<file path="src/hw/rtl/srgb_to_xyb_pixel_converter_top_macros.svh">
// Assertion helpers shared by the converter modules
`ifndef SRGB_TO_XYB_PIXEL_CONVERTER_TOP_MACROS_SVH
`define SRGB_TO_XYB_PIXEL_CONVERTER_TOP_MACROS_SVH
`ifndef SYNTHESIS
// same-cycle implication
`define SRGBX_ASSERT_IMP(lbl, clk, rst_n, ante, cons) \
    lbl: assert property (@(posedge clk) disable iff (!rst_n) (ante) |-> (cons)) \
        else $error("%m: check failed");
// next-cycle implication
`define SRGBX_ASSERT_NXT(lbl, clk, rst_n, ante, cons) \
    lbl: assert property (@(posedge clk) disable iff (!rst_n) (ante) |=> (cons)) \
        else $error("%m: check failed");
`else
`define SRGBX_ASSERT_IMP(lbl, clk, rst_n, ante, cons)
`define SRGBX_ASSERT_NXT(lbl, clk, rst_n, ante, cons)
`endif
`endif

</file>
<file path="src/hw/rtl/srgbx_pkg.sv">
package srgbx_pkg;

    localparam int CFG_DIM_W         = 9;
    localparam int MAX_GROUP_DIM_DEF = 256;
    localparam int SAMPLE_W          = 16;
    localparam int LIN_W             = 23;
    localparam int MIX_W             = 25;
    localparam int GAM_W             = 22;
    localparam int P_W               = 49;
    localparam int Q_DEPTH           = 4;
    localparam int NSTG              = 13;

    // curve and cube-root constants
    localparam logic [11:0]        SEG_KNEE   = 12'd2650;
    localparam logic [28:0]        SEG_SLOPE  = 29'd332427809;
    localparam logic [11:0]        POW_OFFSET = 12'd3604;
    localparam logic [31:0]        POW_SCALE  = 32'd4071059048;
    localparam logic [29:0]        POW_PIVOT  = 30'd1072632447;
    localparam logic signed [9:0]  SRGB_K     = 10'sd410;
    localparam logic signed [11:0] CBRT_K     = 12'sd1365;
    localparam logic [8:0]         MIX_BIAS   = 9'd249;
    localparam logic [13:0]        GAM_OFFSET = 14'd10220;
    localparam logic [10:0]        SRGB_EXP0  = 11'd975;
    localparam logic [10:0]        CBRT_EXP0  = 11'd1007;
    localparam logic [10:0]        UNPACK_TOP = 11'd1027;

    // opsin matrix: rows L, M, S; columns R, G, B
    localparam logic [15:0] MIX_K [3][3] = '{
        '{16'd307, 16'd637,   16'd319},
        '{16'd471, 16'd45351, 16'd319},
        '{16'd997, 16'd3355,  16'd565}
    };
    localparam int MIX_SH [3][3] = '{
        '{10, 10, 12},
        '{11, 16, 12},
        '{12, 14, 10}
    };

    typedef enum logic [1:0] {
        REG_LINEAR = 2'd0,
        REG_WIDTH  = 2'd1,
        REG_HEIGHT = 2'd2
    } t_reg_idx;

    typedef struct packed {
        logic [SAMPLE_W-1:0] red;
        logic [SAMPLE_W-1:0] green;
        logic [SAMPLE_W-1:0] blue;
        logic                last;
    } t_q_item;

    typedef struct packed {
        logic full;
        logic empty;
    } t_q_stat;

    function automatic logic [5:0] f_lead49(input logic [P_W-1:0] v);
        logic [5:0] n;
        n = '0;
        for (int i = 0; i < P_W; i++) begin
            if (v[i]) n = 6'(i);
        end
        return n;
    endfunction

    function automatic logic [4:0] f_lead25(input logic [MIX_W-1:0] v);
        logic [4:0] n;
        n = '0;
        for (int i = 0; i < MIX_W; i++) begin
            if (v[i]) n = 5'(i);
        end
        return n;
    endfunction

    // exponent/mantissa pattern back to a value scaled by 2^16
    function automatic logic [20:0] f_unpack(input logic [29:0] qd);
        logic [10:0] sh;
        logic [20:0] m;
        sh = UNPACK_TOP - {1'b0, qd[29:20]};
        m  = {1'b1, qd[19:0]};
        return (sh > 11'd20) ? 21'd0 : (m >> sh[4:0]);
    endfunction

endpackage

</file>
<file path="src/hw/rtl/srgbx_fifo.sv">
`include "srgb_to_xyb_pixel_converter_top_macros.svh"
module srgbx_fifo import srgbx_pkg::*; (
    input  logic    i_clk,
    input  logic    i_rst_n,
    input  logic    i_push,
    input  t_q_item i_item,
    input  logic    i_pop,
    output t_q_item o_item,
    output t_q_stat o_stat
);

    localparam int PTR_W = $clog2(Q_DEPTH);

    t_q_item          r_mem [Q_DEPTH];
    logic [PTR_W-1:0] r_wr, r_rd;
    logic [PTR_W:0]   r_count;

    assign o_item       = r_mem[r_rd];
    assign o_stat.full  = (r_count == (PTR_W+1)'(Q_DEPTH));
    assign o_stat.empty = (r_count == '0);

    // store entries
    always_ff @(posedge i_clk) begin
        if (i_push) r_mem[r_wr] <= i_item;
    end

    // move pointers and count
    always_ff @(posedge i_clk) begin
        if (!i_rst_n) begin
            r_wr    <= '0;
            r_rd    <= '0;
            r_count <= '0;
        end else begin
            if (i_push) r_wr <= r_wr + PTR_W'(1);
            if (i_pop)  r_rd <= r_rd + PTR_W'(1);
            if (i_push && !i_pop)      r_count <= r_count + (PTR_W+1)'(1);
            else if (!i_push && i_pop) r_count <= r_count - (PTR_W+1)'(1);
        end
    end

    `SRGBX_ASSERT_NXT(a_cnt_up, i_clk, i_rst_n, i_push && !i_pop, r_count == $past(r_count) + (PTR_W+1)'(1))
    `SRGBX_ASSERT_IMP(a_pop_nonempty, i_clk, i_rst_n, i_pop, r_count != '0)

endmodule

</file>
<file path="config.mk">
export PLATFORM = sky130hd
export DESIGN_NAME = srgbx_fifo
export DESIGN_NICKNAME = d
export VERILOG_FILES = /design/src/hw/rtl/srgbx_pkg.sv /design/src/hw/rtl/srgbx_fifo.sv
export VERILOG_INCLUDE_DIRS = /design/src /design/src/hw/rtl
export SDC_FILE = /design/constraint.sdc
export NUM_CORES = 1
export LEC_CHECK = 0
export ABC_AREA = 1
export BUFFER_PORTS_ARGS = -buffer_cell sky130_fd_sc_hd__buf_2
export CORE_ASPECT_RATIO = 1.5
export CORE_MARGIN = 3
export CORE_UTILIZATION = 60
export DETAILED_ROUTE_END_ITERATION = 8
export PLACE_DENSITY = 0.91
export SLEW_MARGIN = 5
export SYNTH_ARGS = -nofsm -noshare
export SYNTH_HDL_FRONTEND = slang
export SYNTH_SLANG_ARGS = --single-unit
</file>
<file path="constraint.sdc">
create_clock -name i_clk -period 3.62 [get_ports i_clk]
set_input_delay 0.362 -clock i_clk [delete_from_list [all_inputs] [get_ports i_clk]]
set_output_delay 0.362 -clock i_clk [all_outputs]
set_load 0.01 [all_outputs]
</file>
==> results.md <==
- The worst setup path is captured at an output pin.
- The source of the worst register-to-register timing path is r_wr[0].
- The worst hold path begins at i_item[22].
- The detailed router finished its first iteration with 330 violations.
- The total I/O pin count is 104.
- Once routing completed, OpenROAD measured the worst setup slack at 0.6030 ns.
- Setup violations remaining at the end of the flow were counted as 0.
- In this run the deepest clock path goes through 3 buffers.
- The horizontal extent of the die is 98.51 um.
- The number of sinks driven by the clock tree is 205.
- The detailed-placement wirelength estimate is 8638 um.
- The multi-input gate area in the final layout is 0.001371 mm^2.
- Data on the critical path is required at its endpoint by 3.26 ns.
- Power spread over the standard cell area amounts to 570.1 mW/mm^2.
- The minimum clock period is 3.017 ns.
- The run finished with clean final reports.
- The initial antenna violation count is 2.
- The area of the core is 0.01251 mm^2.
- Data on the critical path arrives at its endpoint at 2.65 ns.
- The worst-case clock skew is 0.01469 ns.
- The initial utilization of the core area, before any placement, comes to 61.56%.
- The total detailed-routing wirelength is 15460 um.
- After floorplanning, the core was divided into 50 placement rows.
- The worst hold-check path type is in -> reg.
- The unique cell type count in the Yosys netlist is 21.
- The wire length of the first global-routing pass is 23620 um.
- Max-cap violations in this run came to 0.
- The register area share after synthesis is 78.75%.
- The die area is 0.01426 mm^2.
- Global routing used 20.99% of the available tracks across all layers.
- The final antenna-violating net count is 0.
- In this run the register-to-register setup slack is 1.66 ns.
- The net count of the mapped netlist is 591.
- In the layout the commonest cells are 196 x edfxtp_1, 103 x nor2_1, 103 x buf_2.
- The number of optimization iterations in the first detailed-route pass is 5.
- Counting the buffers created by CTS gives 18.
- The final critical-path share of the clock period is 83.34%.
- The via count of the first global-routing pass is 4952.
- Across the VDD grid, the largest voltage drop is 397.3 uV.
- Clock-pin slew was measured on the worst setup and hold paths at 0.07 ns.
- For the worst flop-to-flop path, the logic depth is 4.
- The worst setup path is of the reg -> out kind.
- Buffers added to address setup during post-CTS repair amount to 0.
- The most common library cell in the layout ignoring fill and taps is edfxtp_1.
- The number of max-slew violations in the final report is 0.
- The top achievable clock speed is 331.5 MHz.
- In this run the cell area of the synthesized design comes to 0.007702 mm^2.
- In this run the worst path has a maximum fanout of 99.
- Setup repair after global routing left no endpoint under its margin.
- In this run the number of H-tree levels came out at 1.
- The DRC violations left is 0.
- The per-cell routed wire length is 19.42 um.
- The sequential cells in the finished layout cover a total of 0.006071 mm^2.
- The maximum number of pins on one net before global-route repair is 100.
- Counting every instance in the synthesized netlist gives 532.
- Headroom to the max-slew limit came out at 18.34%.
- During synthesis, Yosys emitted a total of 0 warnings.
- For this run, the post-layout net count is 686.
- The height of the die is 144.8 um.
- At the pin with the least slew margin, the transition time is 1.225 ns.
- The count of instances resized after the clock tree is built is 0.
- The category of the worst setup path launch point is a register.
- The count of endpoints failing hold in the final timing report was 0.
- The average footprint of a synthesized cell is 14.48 um^2.
- The congestion estimate from routability-driven global placement came to 0.7275.
- The layout overhead on the synthesized area is 14.55%.
- After detailed routing, the number of vias per cell comes to 5.967.
- At the placement stage, the worst setup path has a slack of 1.124 ns.
- The fill cell instance count of the final layout is 834.
- The leakage power is 3.139 nW.
- The worst-skew pair later-pin latency is 0.47 ns.
- The number of flip-flops and latches in the synthesized netlist is 205.
- For this design, the CTS-stage hold fixing added 0 buffers.
- The clock tree from TritonCTS is built.
- The worst reg2reg path endpoint is r_mem[0][27].
- The number of port buffers is 103.
- The routed layout has 4750 vias.
- Setup total negative slack on the finished layout was measured at 0 ns.
- Counting instances, the worst hold path has a depth of 1.
- The total overflow left after global routing is 0.
- The clock root buffer is clkbuf_16.
- The path with the worst hold slack has its endpoint at r_mem[3][22].
- The proportion of layout cells with a drive suffix above 1 is 21.91%.
## report_power, final
group | switching [W] | internal (W)
clock | 0.000773 | 0.00107
combinational | 0.000283 | 0.000145
sequential | 0.0000527 | 0.00271
## cells in the mapped netlist
library cell | number | area share [%]
nand3_1 | 1 | 0.065
buf_6 | 7 | 1.0
o21ai_1 | 5 | 0.32
clkbuf_2 | 4 | 0.26
buf_2 | 12 | 0.78
ha_1 | 5 | 0.81
o22ai_1 | 49 | 4.0
nor3_1 | 2 | 0.13
nand4_1 | 1 | 0.081
clkbuf_1 | 6 | 0.29
a21oi_1 | 4 | 0.26
dfxtp_1 | 9 | 2.3
edfxtp_1 | 196 | 76
nand2_1 | 9 | 0.44
inv_1 | 15 | 0.73
o21ai_0 | 99 | 6.4
inv_2 | 1 | 0.049
buf_4 | 2 | 0.19
nor2_1 | 103 | 5.0
fa_1 | 1 | 0.26
inv_6 | 1 | 0.11
## registers in the layout, summed over array words and instances, names as in the netlist, named ones only
signal / flops
r_mem: 196
r_count: 3
r_wr: 2
r_rd: 2
## routing by layer
metal / vias up / global-route usage [%] / share of wire, %
li1: 2174 / - / -
met1: 2317 / 24.48 / 36
met2: 215 / 37.25 / 53
met3: 40 / 5.228 / 8.5
met4: 4 / 8.705 / 2.5
met5: - / 0 / 0.14
## worst max-delay path by stage
stage                         from           to  slack (ns)  depth (start not counted)
after floorplan            r_wr[0]  r_mem[2][0]        1.67                          4
after detailed placement  register   o_item[30]        1.12                          4
final                     register   o_item[30]        0.60                          4
after global routing      register   o_item[30]        0.41                          4
after CTS                 register   o_item[30]        0.61                          4
after global placement    register   o_item[38]        1.29                          4
## kinds of logic (layout without fill, tap and decap cells)
family	count (synthesis)	after routing	share of synthesized area, %
AO/OA/AOI/OAI	157	157	11.00
AND/OR/NAND/NOR	116	116	5.734
other	0	1	0
buffers and inverters	48	155	3.444
flip-flops	205	205	78.75
adder cells (fa/ha/maj)	6	6	1.072
## metrics by stage
step                total power [W]  std cells  hold WS, ns  cell area [um^2]  utilization, %
floorplan                  0.003052        532       0.4115              7702               -
global placement           0.003210        763       0.4173              8244           65.89
detailed placement         0.003239        763       0.4590              8244           65.89
CTS                        0.005053        795      0.08635              8821           70.50
global route               0.005191        795      0.09194              8821           70.50
finish                     0.005030        796      0.09735              8823           70.52
## critical path, cell delays in order (launching register included)
cell	delay, ns
dfxtp_4	0.97
inv_6	0.45
o21ai_0	0.43
o22ai_1	0.12
buf_2	0.16
## cell type report
class	count	share of cell area, %
Clock inverter	2	0.1134
Clock buffer	30	6.424
Multi-Input combinational cell	279	15.54
Sequential cell	205	68.80
Timing Repair Buffer	106	6.098
Inverter	17	0.7799
Tap cell	156	2.212
Antenna cell	1	0.02836
(Power assumes the default switching activity.)
