`src/hw/rtl/srgb_to_xyb_pixel_converter_top_macros.svh`:
```
// Assertion helpers shared by the converter modules
`ifndef SRGB_TO_XYB_PIXEL_CONVERTER_TOP_MACROS_SVH
`define SRGB_TO_XYB_PIXEL_CONVERTER_TOP_MACROS_SVH
`ifndef SYNTHESIS
// same-cycle implication
`define SRGBX_ASSERT_IMP(lbl, clk, rst_n, ante, cons) \
    lbl: assert property (@(posedge clk) disable iff (!rst_n) (ante) |-> (cons)) \
        else $error("%m: check failed");
// next-cycle implication
`define SRGBX_ASSERT_NXT(lbl, clk, rst_n, ante, cons) \
    lbl: assert property (@(posedge clk) disable iff (!rst_n) (ante) |=> (cons)) \
        else $error("%m: check failed");
`else
`define SRGBX_ASSERT_IMP(lbl, clk, rst_n, ante, cons)
`define SRGBX_ASSERT_NXT(lbl, clk, rst_n, ante, cons)
`endif
`endif

```
`src/hw/rtl/srgbx_pkg.sv`:
```
package srgbx_pkg;

    localparam int CFG_DIM_W         = 9;
    localparam int MAX_GROUP_DIM_DEF = 256;
    localparam int SAMPLE_W          = 16;
    localparam int LIN_W             = 23;
    localparam int MIX_W             = 25;
    localparam int GAM_W             = 22;
    localparam int P_W               = 49;
    localparam int Q_DEPTH           = 4;
    localparam int NSTG              = 13;

    // curve and cube-root constants
    localparam logic [11:0]        SEG_KNEE   = 12'd2650;
    localparam logic [28:0]        SEG_SLOPE  = 29'd332427809;
    localparam logic [11:0]        POW_OFFSET = 12'd3604;
    localparam logic [31:0]        POW_SCALE  = 32'd4071059048;
    localparam logic [29:0]        POW_PIVOT  = 30'd1072632447;
    localparam logic signed [9:0]  SRGB_K     = 10'sd410;
    localparam logic signed [11:0] CBRT_K     = 12'sd1365;
    localparam logic [8:0]         MIX_BIAS   = 9'd249;
    localparam logic [13:0]        GAM_OFFSET = 14'd10220;
    localparam logic [10:0]        SRGB_EXP0  = 11'd975;
    localparam logic [10:0]        CBRT_EXP0  = 11'd1007;
    localparam logic [10:0]        UNPACK_TOP = 11'd1027;

    // opsin matrix: rows L, M, S; columns R, G, B
    localparam logic [15:0] MIX_K [3][3] = '{
        '{16'd307, 16'd637,   16'd319},
        '{16'd471, 16'd45351, 16'd319},
        '{16'd997, 16'd3355,  16'd565}
    };
    localparam int MIX_SH [3][3] = '{
        '{10, 10, 12},
        '{11, 16, 12},
        '{12, 14, 10}
    };

    typedef enum logic [1:0] {
        REG_LINEAR = 2'd0,
        REG_WIDTH  = 2'd1,
        REG_HEIGHT = 2'd2
    } t_reg_idx;

    typedef struct packed {
        logic [SAMPLE_W-1:0] red;
        logic [SAMPLE_W-1:0] green;
        logic [SAMPLE_W-1:0] blue;
        logic                last;
    } t_q_item;

    typedef struct packed {
        logic full;
        logic empty;
    } t_q_stat;

    function automatic logic [5:0] f_lead49(input logic [P_W-1:0] v);
        logic [5:0] n;
        n = '0;
        for (int i = 0; i < P_W; i++) begin
            if (v[i]) n = 6'(i);
        end
        return n;
    endfunction

    function automatic logic [4:0] f_lead25(input logic [MIX_W-1:0] v);
        logic [4:0] n;
        n = '0;
        for (int i = 0; i < MIX_W; i++) begin
            if (v[i]) n = 5'(i);
        end
        return n;
    endfunction

    // exponent/mantissa pattern back to a value scaled by 2^16
    function automatic logic [20:0] f_unpack(input logic [29:0] qd);
        logic [10:0] sh;
        logic [20:0] m;
        sh = UNPACK_TOP - {1'b0, qd[29:20]};
        m  = {1'b1, qd[19:0]};
        return (sh > 11'd20) ? 21'd0 : (m >> sh[4:0]);
    endfunction

endpackage

```
`src/hw/rtl/srgbx_front.sv`:
```
`include "srgb_to_xyb_pixel_converter_top_macros.svh"
module srgbx_front import srgbx_pkg::*; #(
    parameter int MAX_GROUP_DIM = MAX_GROUP_DIM_DEF
) (
    input  logic                 i_clk,
    input  logic                 i_rst_n,
    input  logic                 i_valid,
    output logic                 o_stall,
    input  logic [SAMPLE_W-1:0]  i_red,
    input  logic [SAMPLE_W-1:0]  i_green,
    input  logic [SAMPLE_W-1:0]  i_blue,
    input  logic [CFG_DIM_W-1:0] i_cfg_width,
    input  logic [CFG_DIM_W-1:0] i_cfg_height,
    input  t_q_stat              i_q_stat,
    output logic                 o_push,
    output t_q_item              o_item
);

    localparam int CNT_W = $clog2(MAX_GROUP_DIM);
    localparam int DIM_W = ($clog2(MAX_GROUP_DIM + 1) > CFG_DIM_W) ?
                           $clog2(MAX_GROUP_DIM + 1) : CFG_DIM_W;
    localparam logic [DIM_W-1:0] DIM_MAX = DIM_W'(MAX_GROUP_DIM);

    logic [CNT_W-1:0] r_col, r_row;
    logic [DIM_W-1:0] eff_w, eff_h, cfg_w, cfg_h;
    logic             accept, col_end, row_end;

    assign o_stall = i_q_stat.full;
    assign accept  = i_valid && !i_q_stat.full;

    // clamp group size to 1..MAX_GROUP_DIM
    always_comb begin
        cfg_w = DIM_W'(i_cfg_width);
        cfg_h = DIM_W'(i_cfg_height);
        eff_w = (cfg_w == '0) ? DIM_W'(1) : ((cfg_w > DIM_MAX) ? DIM_MAX : cfg_w);
        eff_h = (cfg_h == '0) ? DIM_W'(1) : ((cfg_h > DIM_MAX) ? DIM_MAX : cfg_h);
    end

    assign col_end = (DIM_W'(r_col) + DIM_W'(1)) >= eff_w;
    assign row_end = (DIM_W'(r_row) + DIM_W'(1)) >= eff_h;

    // tag and forward the pixel
    assign o_push       = accept;
    assign o_item.red   = i_red;
    assign o_item.green = i_green;
    assign o_item.blue  = i_blue;
    assign o_item.last  = col_end && row_end;

    // advance the raster position
    always_ff @(posedge i_clk) begin
        if (!i_rst_n) begin
            r_col <= '0;
            r_row <= '0;
        end else if (accept) begin
            if (col_end) begin
                r_col <= '0;
                r_row <= row_end ? '0 : r_row + CNT_W'(1);
            end else begin
                r_col <= r_col + CNT_W'(1);
            end
        end
    end

    `SRGBX_ASSERT_NXT(a_group_wrap, i_clk, i_rst_n, accept && col_end && row_end, (r_col == '0) && (r_row == '0))
    `SRGBX_ASSERT_NXT(a_col_step, i_clk, i_rst_n, accept && !col_end, r_col == $past(r_col) + CNT_W'(1))
    `SRGBX_ASSERT_IMP(a_no_push_full, i_clk, i_rst_n, i_q_stat.full, !o_push)

endmodule

```
`config.mk`:
```
export PLATFORM = sky130hd
export DESIGN_NAME = srgbx_front
export DESIGN_NICKNAME = d
export VERILOG_FILES = /design/src/hw/rtl/srgbx_pkg.sv /design/src/hw/rtl/srgbx_front.sv
export VERILOG_INCLUDE_DIRS = /design/src /design/src/hw/rtl
export SDC_FILE = /design/constraint.sdc
export NUM_CORES = 1
export LEC_CHECK = 0
export ABC_AREA = 1
export BUFFER_PORTS_ARGS = -buffer_cell sky130_fd_sc_hd__buf_2
export CAP_MARGIN = 10
export CELL_PAD_IN_SITES_DETAIL_PLACEMENT = 1
export CELL_PAD_IN_SITES_GLOBAL_PLACEMENT = 1
export CORE_ASPECT_RATIO = 0.7
export CORE_MARGIN = 5
export CORE_UTILIZATION = 30
export DETAILED_ROUTE_END_ITERATION = 10
export GPL_TIMING_DRIVEN = 0
export HOLD_SLACK_MARGIN = 0.1
export PLACE_DENSITY = 0.83
export SLEW_MARGIN = 10
export SYNTH_ARGS = -nofsm -noshare
export SYNTH_HDL_FRONTEND = slang
export SYNTH_SLANG_ARGS = --single-unit
```
`constraint.sdc`:
```
create_clock -name i_clk -period 4.8 [get_ports i_clk]
set_input_delay 0.48 -clock i_clk [delete_from_list [all_inputs] [get_ports i_clk]]
set_output_delay 0.48 -clock i_clk [all_outputs]
set_load 0.01 [all_outputs]
```
==> results.yml, run 1 <==
status:
  outcome: "finished, final reports clean"
critical_path:
  arrival_ps: 2500
  crit_fanout: 9
  critical_path.top_delay_family: "simple AND/OR/NAND/NOR gates"
  cp_slowest_stage_delay_ps: 420
  crit_top_cell: "nand2_1"
  critPathCaptureType: "primary output"
  crit_type: "flop to primary output"
  r2r_setup_slack_ps: 2430
  cp_num_buf_inv: 3
  crit_chain: "ha_1 -> nand3_4 -> xor2_1 -> inv_1 -> ha_1 -> nand2_1 -> nor2_1 -> nand2_1 -> nand3_1 -> nand2_1 -> nand2_2 -> nand2_1 -> inv_1 -> buf_2"
  cp-start-kind: "flop"
  required_ps: 4320
  slowest_stage: "dfxtp_1"
drt:
  drt.antenna.violating_nets: 0
  wl_per_cell_um: 12.0
  viasPerCell: 4.32
  routed-via-count: 1905
  wl_um: 5270
  drc: 0
  drtIter0Drc: 30
  drtPass1Iterations: 4
cts:
  clock_latency_ps: 260
  htreeDepth: 1
  clockRootBuffer: "clkbuf_8"
  cts_resized: 0
  cts_tree: "yes"
  clock_sinks: 16
  cts_setup_buffers: 0
  cts_buffers: 3
  clk_path_buf_depth: 2
  path_clk_slew_ps: 70
  cts_hold_buffers: 0
global_route:
  grtUsageTotal_pct: 13.4
  overflow: 0
  grt_pass1_vias: 1991
  grt_start_max_net_pins: 11
  grt_pass1_wl_um: 9140
  antenna_found_initial: 0
floorplanning:
  row_count: 24
  start_util_pct: 30.6
  io_pins: 122
  die_area_um2: 8020
  die_height_um: 76.4
  die_x_um: 105
  coreArea_um2: 6190
timing:
  fmax_mhz: 335
  period_share_pct: 62.1
  tns_ps: 0
  setup_violations: 0
  post-route-min-period_ps: 2980
  setup_ws_ps: 1820
  maxSlewViolCount: 0
  hold_violations: 0
  hold_slack_ps: 530
  rsz0062_at_grt: "no"
  final.setup_skew_ps: 0.504
  maxSlewHeadroom_pct: 79.8
  worstMarginPinSlew_ps: 302
final_layout:
  nFillCells: 825
  area_growth_syn_to_layout_pct: 26.9
  regArea_um2: 320
  multiInputGateArea_um2: 1060
  num-nets-final: 455
  final_common_cell: "buf_2"
  most-common-layout-cells: "72 x buf_2, 69 x nand2_1, 49 x buf_4, 45 x nor2_1, 32 x inv_1"
  drive_gt1_share_pct: 38.3
  antenna_cells: 0
power:
  p_per_area_nw_per_um2: 173
  ir_drop_uv: 62.7
  power_leakage_nw: 1.42
synth:
  syn_nets: 379
  ys_types: 27
  yosys_warnings: 0
  ys_ff_latch: 16
  synth_cells: 288
  synth_area_um2: 1890
  synth-seq-area-share_pct: 16.9
  syn_avg_cell_area_um2: 6.57
placed_design:
  globalplace.congestion: 0.785
  detailed_place_hpwl_um: 4590
  place_ws_ps: 1830
  port_buffers: 71
hold_path:
  min_path_type: "flop to flop"
flow_run:
  cap_violations: 0
[metrics by stage]
stage	instance area, µm²	std cells	utilization [%]	total power, mW
2_1_floorplan	1890	288	-	0.245
3_3_place_gp	2340	437	37.9	0.288
3_5_place_dp	2340	437	37.9	0.295
4_1_cts	2400	441	38.8	0.421
5_1_grt	2400	441	38.8	0.445
6_report	2400	441	38.8	0.416
[tightest hold or removal path, stage by stage (launching register included)]
cell and delay (ps):
dfxtp_1 350, nand2_1 80, a21oi_1 50
[synth_stat cells, drive strengths merged]
| cell | n | share of area (%) |
|---|---|---|
| a21oi | 9 | 2.4 |
| and2 | 1 | 0.33 |
| buf | 51 | 20 |
| clkinv | 1 | 0.20 |
| dfxtp | 16 | 17 |
| ha | 20 | 13 |
| inv | 34 | 6.7 |
| mux2i | 4 | 2.1 |
| nand2 | 73 | 15 |
| nand3 | 8 | 3.3 |
| nand4 | 4 | 1.3 |
| nor2 | 48 | 10 |
| nor3 | 1 | 0.53 |
| nor4 | 3 | 0.99 |
| o21a | 2 | 0.79 |
| o21ai | 4 | 1.1 |
| or2 | 1 | 0.33 |
| xor2 | 8 | 3.7 |
[routing by layer]
layer / vias to the layer above / share of wire, % / global-route usage, % / wire [µm]
li1: 1002 / - / - / -
met1: 858 / 42 / 15.8 / 2190
met2: 41 / 52 / 24.4 / 2750
met3: 4 / 5.4 / 3.30 / 284
met4: 0 / 0.76 / 2.68 / 40
met5: - / 0 / 0 / 0
[cells by family after synthesis]
kind of cell	count (synthesis)	share of synthesized area, %
compound gates	15	4.23
xor+xnor	8	3.70
fa+ha+maj	20	13.2
buf+inv	86	27.2
flops	16	16.9
mux	4	2.12
simple gates	139	32.5
[sequential cells by signal (all words and copies together) (netlist names)]
signal and count:
r_col 8, r_row 8
[worst paths after layout]
check / startpoint / end / cells past startpoint
worst max register to register: r_col[0] / r_col[0] / 11
worst min-delay path: r_col[0] / r_col[0] / 2
worst max-delay path: r_row[0] / o_item[0] / 14
worst min register to register: r_col[0] / r_col[0] / 2
[cell type report]
type,instances,share of cell area [%]
repair buffers,71,14.8
multi-input cells,186,44.0
well taps,78,4.07
plain buffers,51,16.0
flip-flops and latches,16,13.3
clock buffers,4,2.29
inverters,35,5.47
[where the power goes]
| group | switching [mW] | total (mW) | internal, mW |
|---|---|---|---|
| Sequential | 0.00605 | 0.144 | 0.138 |
| Combinational | 0.0743 | 0.146 | 0.0716 |
| Clock | 0.0527 | 0.126 | 0.0730 |
| Total | 0.133 | 0.416 | 0.283 |
No activity file was read; power rests on OpenSTA's default activity.
==> run 2, diff against run 1 <==
ABC_AREA = 0   (was 1)
CORE_UTILIZATION = 26   (was 30)
PLACE_DENSITY = 0.74   (was 0.83)
clock period = 2.7 ns   (was 4.8 ns; I/O delays follow)
==> run 2 against run 1 <==
Die area increased by 9.0%. Area after synthesis decreased by 4.5%. Critical path type is now flop to flop. Sequential share of layout area decreased by 0.26 points. Register-to-register slack got worse by 2400 ps. Power increased by 65%. Sequential power increased by 65%. Wire length increased by 13%. Cell area increased by 9.6%. Critical endpoint is now r_row[0]. Largest power group is now sequential cells. First-iteration DRC count increased by 110%. Clock-buffer cell count unchanged.
==> results.yml, run 2 <==
status:
  outcome: "finished, final reports clean"
global_route:
  overflow: 0
  grt_use_met1_pct: 13.7
  antenna_found_initial: 0
  grt_use_met3_pct: 3.40
  grt.met2_usage_pct: 22.9
  grt_pass1_vias: 1872
  grtUsageTotal_pct: 12.2
  grt_pass1_wl_um: 8620
  grt_start_max_net_pins: 11
  busiest_layer: "met2"
critical_path:
  r2r_cells: 11
  crit_type: "flop to flop"
  cp-start-kind: "flop"
  cp_slowest_stage_delay_ps: 360
  crit_top_cell: "and3_1"
  cp_num_buf_inv: 1
  required_ps: 2890
  crit_chain: "ha_4 -> and3_1 -> and3_1 -> and3_1 -> ha_1 -> a21oi_1 -> o21ai_1 -> a21oi_4 -> buf_4 -> or3b_1 -> a21boi_1"
  slowest_stage: "dfxtp_2"
  path_depth: 11
  arrival_ps: 2840
  crit_fanout: 6
  critPathCaptureType: "flop"
  critical_path.top_delay_family: "simple AND/OR/NAND/NOR gates"
timing:
  maxSlewHeadroom_pct: 68.1
  hold_violations: 0
  setup_ws_ps: 44.9
  post-route-min-period_ps: 2660
  worstMarginPinSlew_ps: 478
  final.setup_skew_ps: 8.21
  rsz0062_at_grt: "yes"
  setup_violations: 0
  fmax_mhz: 377
  maxSlewViolCount: 0
  period_share_pct: 98.3
synth:
  synth_cells: 229
  ys_types: 39
  yosysTopAreaCell: "buf_4"
  synth_edf_count: 0
  synth-seq-area-share_pct: 17.7
  synthArstFlopShare_pct: 0
  synth_area_um2: 1810
  syn_avg_cell_area_um2: 7.89
  ys.flop_type: "dfxtp_1"
  synth_area_leaders: "buf_4 20%, dfxtp_1 18%, ha_1 14%"
  syn_nets: 320
  synth_top_area_share_pct: 20.4
  synth_common_cells: "49 x buf_4, 31 x nand2_1, 20 x ha_1"
  ys_ff_latch: 16
  yosys_warnings: 0
  yosysMostFrequentCell: "buf_4"
floorplanning:
  coreArea_um2: 6760
  die_height_um: 79.7
  io_pins: 122
  die_x_um: 110
  start_util_pct: 26.7
  die_area_um2: 8740
  row_count: 25
placed_design:
  detailed_place_hpwl_um: 4630
  place_ws_ps: -246
  globalplace.congestion: 0.810
  port_buffers: 72
  dp_cells: 395
  dpl-instance-area_um2: 2280
drt:
  viasPerCell: 4.60
  wl_um: 5950
  drc: 0
  drt.antenna.violating_nets: 0
  drtPass1Iterations: 4
  wl_per_cell_um: 14.4
  routed-via-count: 1894
  drtIter0Drc: 62
cts:
  clk_path_buf_depth: 2
  clock_sinks: 16
  path_clk_slew_ps: 70
  clock_latency_ps: 260
  cts_buffers: 3
  htreeDepth: 1
  cts_tree: "yes"
  clockRootBuffer: "clkbuf_8"
final_layout:
  stdcell_area_um2: 2630
  nFillCells: 840
  regArea_um2: 344
  antenna_cells: 0
  multiInputGateArea_um2: 1230
  final_common_cell: "buf_2"
  num-nets-final: 410
  layout.cells.non_filler: 412
  drive_gt1_share_pct: 54.4
  area_growth_syn_to_layout_pct: 45.6
  reg_top3: "r_col x8, r_row x8"
  most-common-layout-cells: "72 x buf_2, 62 x buf_4, 31 x nand2_1, 16 x ha_1, 12 x nand3_1"
power:
  power_leakage_nw: 1.23
  p_per_area_nw_per_um2: 260
  ir_drop_uv: 167
flow_run:
  cap_violations: 0
hold_path:
  min_path_type: "input port to flop"
  hold_depth: 3
[run 2: cell count changes in the layout (fill, tap and decap cells not counted), moves of 6 or more]
cell,change
nand3_1,+7
nand2_1,-38
dfxtp_1,-9
a21boi_0,+6
inv_1,-30
buf_4,+13
nor2_1,-40
xnor2_1,+7
[run 2: layer usage]
| layer | part of all wire, % | vias to the layer above | wire length, µm |
|---|---|---|---|
| li1 | - | 938 | - |
| met1 | 39 | 901 | 2330 |
| met2 | 54 | 45 | 3210 |
| met3 | 5.3 | 10 | 318 |
| met4 | 1.4 | 0 | 84 |
| met5 | 0 | - | 0 |
[run 2: path summary, 6_finish.rpt]
check | startpoint | end | slack [ps]
worst max register to register | r_row[0] | r_row[0] | 40
worst min-delay path | i_rst_n | r_row[5] | 450
worst max-delay path | r_row[0] | r_row[0] | 40
worst min register to register | r_col[5] | r_col[5] | 480
[run 2: cells by family (layout without fill, tap and decap cells)]
group                      after synthesis  after routing  share of synthesized area [%]
and+or+nand+nor                         85             85                           24.2
buffers and inverters                   59            148                           22.9
AOI/OAI and AO/OA                       37             37                           15.6
adders and majority gates               20             20                           13.9
DFF                                     16             16                           17.7
xor gates and xnor gates                12             12                           5.82
[run 2: final cells by class]
type / count / area share [%]
repair buffers: 86 / 17.8
well taps: 94 / 4.47
flip-flops and latches: 16 / 13.1
multi-input cells: 154 / 47.0
plain buffers: 54 / 15.0
inverters: 4 / 0.571
clock buffers: 4 / 2.09
[run 2: through the flow]
| step | hold WS (ps) | util [%] | power (mW) | setup TNS [ps] |
|---|---|---|---|---|
| 6_report | 446 | 38.9 | 0.685 | 0 |
| 5_1_grt | 461 | 38.9 | 0.718 | -210 |
| 4_1_cts | 436 | 35.8 | 0.678 | -2.33 |
| 3_5_place_dp | 477 | 33.8 | 0.456 | -2030 |
| 3_3_place_gp | 466 | 33.8 | 0.448 | -1700 |
| 2_1_floorplan | 452 | - | 0.380 | 0 |
[run 2: report_power, final]
part	internal [mW]	switching [mW]	total [mW]
clock network	0.130	0.0899	0.220
logic	0.124	0.104	0.228
registers	0.234	0.00337	0.237
total	0.487	0.197	0.685
[run 2: worst register-to-register path, cell delays in order, from the launching register on]
cell	delay, ps
dfxtp_2	360
ha_4	190
and3_1	210
and3_1	210
and3_1	180
ha_1	300
a21oi_1	170
o21ai_1	120
a21oi_4	170
buf_4	180
or3b_1	350
a21boi_1	140
[run 2: timing repair]
| action | 4_1_cts | 5_1_grt |
|---|---|---|
| gates resized for setup | 16 | 26 |
| pin swaps | 3 | 10 |
| setup endpoints to repair | 17 | 13 |
| hold buffers | 0 | 0 |
| endpoints found under the hold margin | 0 | 0 |
| buffers inserted | 4 | 10 |
==> run 3, diff against run 2 <==
CORE_ASPECT_RATIO = not set   (was 0.7)
==> run 3 against run 2 <==
The run now ends with negative setup slack left. Critical path depth down 1. Cell area up 0.33%. First-iteration DRC count down 19%. Combinational power down 4%. Clock skew down 4.3 ps. Sequential share of layout area down 0.091 points. Fmax down 2.0%. Die area down 0.31%. Final cell count up 0.49%. Clock-buffer cell count unchanged. Critical path type unchanged.
==> results.yml, run 3 (synthesized netlist as in run 2, its figures left out) <==
cts:
  cts_buffers: 3
  path_clk_slew_ps: 70
  clock_latency_ps: 260
  cts_hold_buffers: 0
  clock_sinks: 16
  htreeDepth: 1
  cts_tree: "yes"
  clk_path_buf_depth: 2
  clockRootBuffer: "clkbuf_8"
flow_run:
  cap_violations: 0
placed_design:
  place_ws_ps: -296
  detailed_place_hpwl_um: 4300
  dpl-instance-area_um2: 2290
  globalplace.congestion: 0.771
  port_buffers: 72
critical_path:
  cp_num_buf_inv: 1
  r2r_setup_slack_ps: -9
  required_ps: 2880
  r2r_cells: 10
  critPathCaptureType: "flop"
  cp_slowest_stage_delay_ps: 420
  crit_fanout: 5
  crit_chain: "and3_4 -> nand3_2 -> xnor2_2 -> ha_1 -> and4_4 -> a221o_1 -> or2_1 -> buf_6 -> or3_1 -> a21boi_1"
  r2r_end: "r_col[0]"
  arrival_ps: 2890
  slowest_stage: "a221o_1"
  critical_path.top_delay_family: "simple AND/OR/NAND/NOR gates"
  crit_type: "flop to flop"
  cp-start-kind: "flop"
  reg2reg_from: "r_col[3]"
timing:
  hold_violations: 0
  post-route-min-period_ps: 2710
  setup_ws_ps: -9.05
  final.setup_skew_ps: 3.95
  rsz0062_at_grt: "yes"
  maxSlewHeadroom_pct: 63.6
  maxSlewViolCount: 0
  setup_violations: 1
  hold_slack_ps: 443
  worstMarginPinSlew_ps: 546
  fmax_mhz: 369
  period_share_pct: 100
floorplanning:
  row_count: 30
  die_x_um: 93.4
  die_area_um2: 8720
  io_pins: 122
  coreArea_um2: 6790
  start_util_pct: 26.6
  die_height_um: 93.4
hold_path:
  hold_depth: 3
  min_path_type: "input port to flop"
  min_to: "r_col[2]"
  min_from: "i_rst_n"
global_route:
  grt_start_max_net_pins: 11
  antenna_found_initial: 0
  grt_pass1_wl_um: 8600
  overflow: 0
  grtUsageTotal_pct: 12.1
  grt_pass1_vias: 1943
final_layout:
  drive_gt1_share_pct: 55.0
  stdcell_area_um2: 2640
  nFillCells: 819
  most-common-layout-cells: "73 x buf_2, 61 x buf_4, 31 x nand2_1, 16 x ha_1, 12 x nand3_1"
  multiInputGateArea_um2: 1240
  area_growth_syn_to_layout_pct: 46.1
  final_util_pct: 38.8
  num-nets-final: 410
  final_common_cell: "buf_2"
  reg_top3: "r_col x8, r_row x8"
  antenna_cells: 0
  regArea_um2: 343
status:
  outcome: "finished, violations left"
  violations: "negative setup slack"
drt:
  wl_um: 5520
  drt.antenna.violating_nets: 0
  routed-via-count: 1915
  drtPass1Iterations: 2
  viasPerCell: 4.63
  wl_per_cell_um: 13.3
  drtIter0Drc: 50
  drc: 0
power:
  ir_drop_uv: 156
  power_leakage_nw: 1.25
  p_per_area_nw_per_um2: 257
[run 3: layer usage]
| metal | track usage [%] | part of all wire [%] |
|---|---|---|
| met1 | 13.0 | 38 |
| met2 | 23.0 | 53 |
| met3 | 2.98 | 7.2 |
| met4 | 3.30 | 1.0 |
| met5 | 0 | 0 |
[run 3: repair_timing]
action / 4_1_cts / 5_1_grt
pin swaps: 5 / 10
buffers inserted: 6 / 7
hold endpoints to repair: 0 / 0
cloned: 0 / 1
setup endpoints to repair: 17 / 13
gates resized for setup: 19 / 24
[run 3: where the power goes]
part           internal, mW  switching (mW)  leakage [nW]  total [mW]
sequential            0.234         0.00309         0.134       0.237
clock                 0.130          0.0911        0.0288       0.221
combinational         0.122          0.0977          1.09       0.220
[run 3: layout make-up]
| type | count | share of cell area [%] |
|---|---|---|
| flip-flops and latches | 16 | 13.0 |
| inverters | 4 | 0.569 |
| repair buffers | 86 | 17.7 |
| clock buffers | 4 | 2.09 |
| multi-input cells | 154 | 47.2 |
| well taps | 96 | 4.55 |
| plain buffers | 54 | 14.9 |
[run 3: worst register-to-register path: stages, from the launching register on]
cell,delay (ps)
dfxtp_4,370
and3_4,210
nand3_2,110
xnor2_2,160
ha_1,320
and4_4,180
a221o_1,420
or2_1,290
buf_6,140
or3_1,300
a21boi_1,120
[run 3: metrics by stage]
step | cells | power [mW] | TNS, ps
floorplan | 229 | 0.380 | 0
global placement | 397 | 0.447 | -1280
detailed placement | 397 | 0.453 | -2930
CTS | 406 | 0.684 | 0
global route | 414 | 0.721 | -199
finish | 414 | 0.678 | -9.05
[run 3: worst max-delay path by stage]
| stage | cells after the start | to | from |
|---|---|---|---|
| after floorplan | 11 | r_col[0] | r_col[2] |
| after global placement | 11 | r_col[0] | r_col[2] |
| after detailed placement | 11 | r_col[0] | r_col[2] |
| after CTS | 10 | r_col[0] | r_col[0] |
| after global routing | 10 | r_col[0] | r_col[3] |
| final | 10 | r_col[0] | r_col[3] |
